<file path="src/ccc_pkg.sv">
// Package for the choice combination counter.
// Holds widths, operation codes and the structs shared with the step unit.
// No dependencies.
package ccc_pkg;

	// Largest target count; larger requests are clamped to this.
	localparam int MAX_TARGETS = 31;

	// Width of the target and pick count fields.
	localparam int N_W = 5;
	// Divisor j+1 reaches at most MAX_TARGETS; one bit wider than a count for the shifted remainder.
	localparam int DIV_W = N_W + 1;
	// C(31,j) peaks at C(31,15) = 300540195, below 2^30.
	localparam int ACC_W = 30;
	// Product of a coefficient and a count.
	localparam int PROD_W = ACC_W + N_W;
	// Bit counter for the serial divide.
	localparam int CNT_W = $clog2(PROD_W);
	// Running sum reaches 2^31 for the full row of 31.
	localparam int TOT_W = 32;
	// Output count field.
	localparam int CNT_OUT_W = 31;

	typedef enum logic [1:0] {
		OP_SINGLE = 2'd0,
		OP_EXACT  = 2'd1,
		OP_UPTO   = 2'd2,
		OP_UNUSED = 2'd3
	} ccc_op_t;

	// Request to the multiply-then-divide unit: quot = acc * mult / divisor.
	typedef struct packed {
		logic             start;
		logic [ACC_W-1:0] acc;
		logic [N_W-1:0]   mult;
		logic [DIV_W-1:0] divisor;
	} ccc_step_req_t;

	typedef struct packed {
		logic             done;
		logic [ACC_W-1:0] quot;
	} ccc_step_rsp_t;

endpackage

</file>
<file path="src/ccc_muldiv.sv">
// Shared step unit: one multiply, then an exact restoring divide, one bit per cycle.
// Depends on ccc_pkg.
module ccc_muldiv
	import ccc_pkg::*;
(
	input  logic          clk,
	input  logic          arst_n,
	input  ccc_step_req_t req,
	output ccc_step_rsp_t rsp
);

	logic              busy_q;
	logic              done_q;
	logic [CNT_W-1:0]  cnt_q;
	logic [PROD_W-1:0] dvd_q;
	logic [DIV_W-1:0]  rem_q;
	logic [DIV_W-1:0]  div_q;

	logic [DIV_W-1:0]  trial;
	logic              qbit;
	logic [DIV_W-1:0]  rem_next;

	// Trial subtract of the divisor from the shifted remainder
	always_comb begin
		trial    = {rem_q[DIV_W-2:0], dvd_q[PROD_W-1]};
		qbit     = (trial >= div_q);
		rem_next = qbit ? (trial - div_q) : trial;
	end

	// Control: busy through the serial divide after the multiply
	always_ff @(posedge clk or negedge arst_n) begin
		if (!arst_n) begin
			busy_q <= 1'b0;
			done_q <= 1'b0;
			cnt_q  <= '0;
		end else begin
			done_q <= 1'b0;
			if (req.start) begin
				busy_q <= 1'b1;
				cnt_q  <= CNT_W'(PROD_W - 1);
			end else if (busy_q) begin
				cnt_q <= cnt_q - 1'b1;
				if (cnt_q == '0) begin
					busy_q <= 1'b0;
					done_q <= 1'b1;
				end
			end
		end
	end

	// Datapath: load the product, then shift quotient bits in as dividend bits leave
	always_ff @(posedge clk) begin
		if (req.start) begin
			dvd_q <= PROD_W'(req.acc) * PROD_W'(req.mult);
			rem_q <= '0;
			div_q <= req.divisor;
		end else if (busy_q) begin
			dvd_q <= {dvd_q[PROD_W-2:0], qbit};
			rem_q <= rem_next;
		end
	end

	assign rsp.done = done_q;
	assign rsp.quot = dvd_q[ACC_W-1:0];

endmodule

</file>
<file path="config.mk">
export PLATFORM = sky130hd
export DESIGN_NAME = ccc_muldiv
export DESIGN_NICKNAME = d
export VERILOG_FILES = /design/src/ccc_pkg.sv /design/src/ccc_muldiv.sv
export SDC_FILE = /design/constraint.sdc
export NUM_CORES = 1
export LEC_CHECK = 0
export BUFFER_PORTS_ARGS = -buffer_cell sky130_fd_sc_hd__buf_2
export CORE_ASPECT_RATIO = 1.4
export CORE_UTILIZATION = 35
export CTS_CLUSTER_DIAMETER = 150
export DETAILED_ROUTE_END_ITERATION = 8
export GPL_TIMING_DRIVEN = 0
export PLACE_DENSITY = 0.54
export SKIP_CTS_REPAIR_TIMING = 1
export SLEW_MARGIN = 5
export SYNTH_ARGS = -nofsm -noshare
export SYNTH_HDL_FRONTEND = slang
export SYNTH_SLANG_ARGS = --single-unit
export TNS_END_PERCENT = 10
</file>
<file path="constraint.sdc">
create_clock -name clk -period 3.1 [get_ports clk]
set_input_delay 0.31 -clock clk [delete_from_list [all_inputs] [get_ports clk]]
set_output_delay 0.31 -clock clk [all_outputs]
set_load 0.02 [all_outputs]
</file>
==> results.md <==
- Run status: finished with violations
- Failing checks: setup timing
- Number of flops mapped to enable cells by yosys: 41
- Yosys warning count: 0
- Cell Count, Final, Fillers Out: 1,177
- Weighted congestion reported at the end of routability-driven placement: 0.830
- Vias post-DR: 5,609
- Initial cell density of the core: 0.357
- RSZ-0062 raised after global routing: yes
- Number of filler instances in the final layout: 2,072
- Chip Width: 126 microns
- Register bit count reported by yosys: 54
- Clock tree from TritonCTS: built
- Primary flip-flop cell chosen by synthesis mapping: sky130_fd_sc_hd__edfxtp_1
- Synthesized area: 7570 sq um
- Final hold vios: 0
- Buffers from clock root to sink, at most: 2
- Worst IR drop on VDD: 266 uV
- Initial antenna violation count: 0
- Routed metal-1 wire length: 8.22 mm
- Max layer used: met4
- Clock period minus worst slack: 4.05 ns
- Commonest non-fill, non-tap cell in the layout: sky130_fd_sc_hd__inv_1
- Launching element type of the critical path: primary input
- Mean instance size in the synthesized netlist: 9.20 sq um
- Crit path cell chain: clkbuf_4 > nand2_1 > fa_1 > fa_1 > fa_1 > inv_1 > ha_4 > nor2b_4 > o2111ai_4 > a211oi_4 > o31ai_4 > o21ai_2 > a211oi_2 > xnor2_1 > mux2_4
- Amount of wire on met3 after detailed routing: 347 microns
- Max Fclk: 0.247 GHz
- Worst slew margin: 0.185
- Number of pins with negative max-slew slack in the final report: 0
- Number of H-tree branching levels: 2
- Cell row count: 63
- Commonest cells after routing, fill and taps aside: 118 x sky130_fd_sc_hd__inv_1, 100 x sky130_fd_sc_hd__and2_1, 82 x sky130_fd_sc_hd__fa_1
- Slew at the pin closest to its max-slew limit: 1.21 ns
- Clock skew: 0.00465 ns
- Area of the placeable core: 21,200 sq um
- Vertical die dimension: 176 microns
- Dominant cell type by count on the critical path: sky130_fd_sc_hd__fa_1
- Peak per-stage delay on the critical path: 0.56 ns
- Leakage power figure: 4.31 nW
- Number of I/O pins: 75
- Cells after Synth: 823
- Post-CTS clock slew at the launch and capture registers of the worst setup and hold paths: 0.07 ns
- Post-synthesis async set-or-reset flop share: 0.148
- Arrival time at the worst endpoint: 4.10 ns
- Clock insertion delay at the later pin of the skew report: 0.30 ns
- Detailed placement HPWL: 14.7 mm
- Final period util: 1.31
- PortBufs: 69
- Total clock sinks: 54
- Detailed-router iteration count before antenna repair: 4
- Area post-placement: 8470 sq um
- Required time reported for the critical path endpoint: 3.15 ns
- Remaining global-route overflow: 0
- Pwr dens: 670 nW/um^2
- Count of cell types in the netlist: 60
- Number of routed nets with antenna violations: 0
- Final number of setup-violating endpoints: 29
- Via count of the first global-routing pass: 5,721
- Met2 layer wire length in the routed design: 8.93 mm
- Critical Path End Type: register
- Worst setup slack after layout: -0.950 ns
- Net count after synthesis: 1,003
- Post-layout power: 6.14 mW
- Cell area after layout: 9160 sq um
- Wire length of the first global-routing pass: 29.2 mm
- Die area: 22,200 sq um
- Kind of path behind the tightest hold check: primary input to register
- First-iteration detailed-routing DRC count: 140
- Mean number of vias per cell: 4.77
- Share of cells above drive strength 1: 0.297
- Worst setup slack before clock tree synthesis: -1.52 ns
- Global router's overall resource usage: 0.164
- Count of antenna diodes in the layout: 0
- CP Max Fanout: 5
- Part of the Yosys area used for sequential elements: 0.202
- Critical path start-end classification: primary input to register
- Total detailed-routing wirelength: 17.8 mm
- Final cell utilization of the core: 0.432
- Number of design rule violations left after detail routing: 0
- Buffer type at the clock tree root: sky130_fd_sc_hd__clkbuf_16
- TritonCTS buffer count: 5
- Max-cap violations: 0
- Pin count of the biggest net entering global routing: 36
- Critical-path top delay cell: sky130_fd_sc_hd__fa_1
- Synthesis-to-finish area growth: 20.9%
- Number of nets at the end of the flow: 1,096
- DR WL/cell: 15.1 microns
- Post-Place Cells: 1,152
-- registers in the layout, indices dropped and copies added (netlist names) --
register	count
dvd_q	35
cnt_q	6
div_q	6
rem_q	5
busy_q	1
done_q	1
-- worst max-delay path: cells and delay by family --
family | cells | cell delay, ns
mux | 1 | 0.27
compound gates | 5 | 1.03
simple gates | 2 | 0.26
buf+inv | 2 | 0.21
xor+xnor | 1 | 0.16
fa+ha+maj | 4 | 1.84
-- Yosys cell counts, types with 8 or more instances --
library cell,n,area share
sky130_fd_sc_hd__xor2_1,15,0.017
sky130_fd_sc_hd__nand3_1,8,0.0053
sky130_fd_sc_hd__inv_1,128,0.063
sky130_fd_sc_hd__buf_4,32,0.032
sky130_fd_sc_hd__clkbuf_1,24,0.012
sky130_fd_sc_hd__fa_1,85,0.22
sky130_fd_sc_hd__a21o_1,17,0.017
sky130_fd_sc_hd__a21oi_1,39,0.026
sky130_fd_sc_hd__ha_1,51,0.084
sky130_fd_sc_hd__mux2_2,25,0.037
sky130_fd_sc_hd__xnor2_1,19,0.022
sky130_fd_sc_hd__nor2_1,30,0.015
sky130_fd_sc_hd__and2_1,118,0.097
sky130_fd_sc_hd__o21ai_0,22,0.015
sky130_fd_sc_hd__dfrtp_1,8,0.026
sky130_fd_sc_hd__edfxtp_1,41,0.16
sky130_fd_sc_hd__nand2_1,67,0.033
-- metrics by stage --
stage	setup TNS, ns	hold slack, ns
3_5_place_dp	-34.47	0.162
3_3_place_gp	-33.86	0.167
6_report	-18.53	0.189
5_1_grt	-22.56	0.182
4_1_cts	-24.88	-0.159
2_1_floorplan	-21.39	0.0144
-- final timing paths --
check / slack [ns] / end / startpoint / cells after the start
setup / recovery: -0.95 / dvd_q[34]$_DFFE_PP_ / req[11] / 15
hold / removal: 0.19 / div_q[0]$_DFFE_PP_ / req[0] / 1
setup reg to reg: 0.48 / dvd_q[2]$_DFFE_PP_ / busy_q$_DFF_PN0_ / 4
hold reg to reg: 0.51 / cnt_q[1]$_DFFE_PN0P_ / cnt_q[1]$_DFFE_PN0P_ / 2
max in group asynchronous: 2.56 / cnt_q[1]$_DFFE_PN0P_ / arst_n / 2
min in group asynchronous: 0.38 / done_q$_DFF_PN0_ / arst_n / 2
-- layer usage --
metal  vias up  track usage
met5         -            0
met4         0       0.0417
met3        16       0.0127
met2        70        0.290
met1      2712        0.216
li1       2811            -
-- cell type report --
class                           instances  area [sq um]  area share
Clock buffer                            5           125      0.0137
Clock inverter                          3          20.0     0.00219
Timing Repair Buffer                   88           508      0.0555
Inverter                              128           480      0.0525
Buffer                                 58           442      0.0482
Sequential cell                        54          1530       0.167
Multi-Input combinational cell        581          5720       0.625
Tap cell                              260           325      0.0355
-- power by group --
part	leakage, nW	switching [mW]	internal (mW)
clock	0.0679	0.261	0.300
combinational	3.67	2.24	2.02
sequential	0.571	0.167	1.14
total	4.31	2.67	3.46
-- cell families (layout without fill, tap and decap cells) --
kind of cell	count (synthesis)	after routing	synth area share
buffers and inverters	188	282	0.111
xor gates and xnor gates	34	34	0.0393
AOI/OAI and AO/OA	129	129	0.117
muxes	29	29	0.0431
and+or+nand+nor	253	253	0.178
adders and majority gates	136	136	0.309
DFF	54	54	0.202
Power figures use the tool's default switching activity.
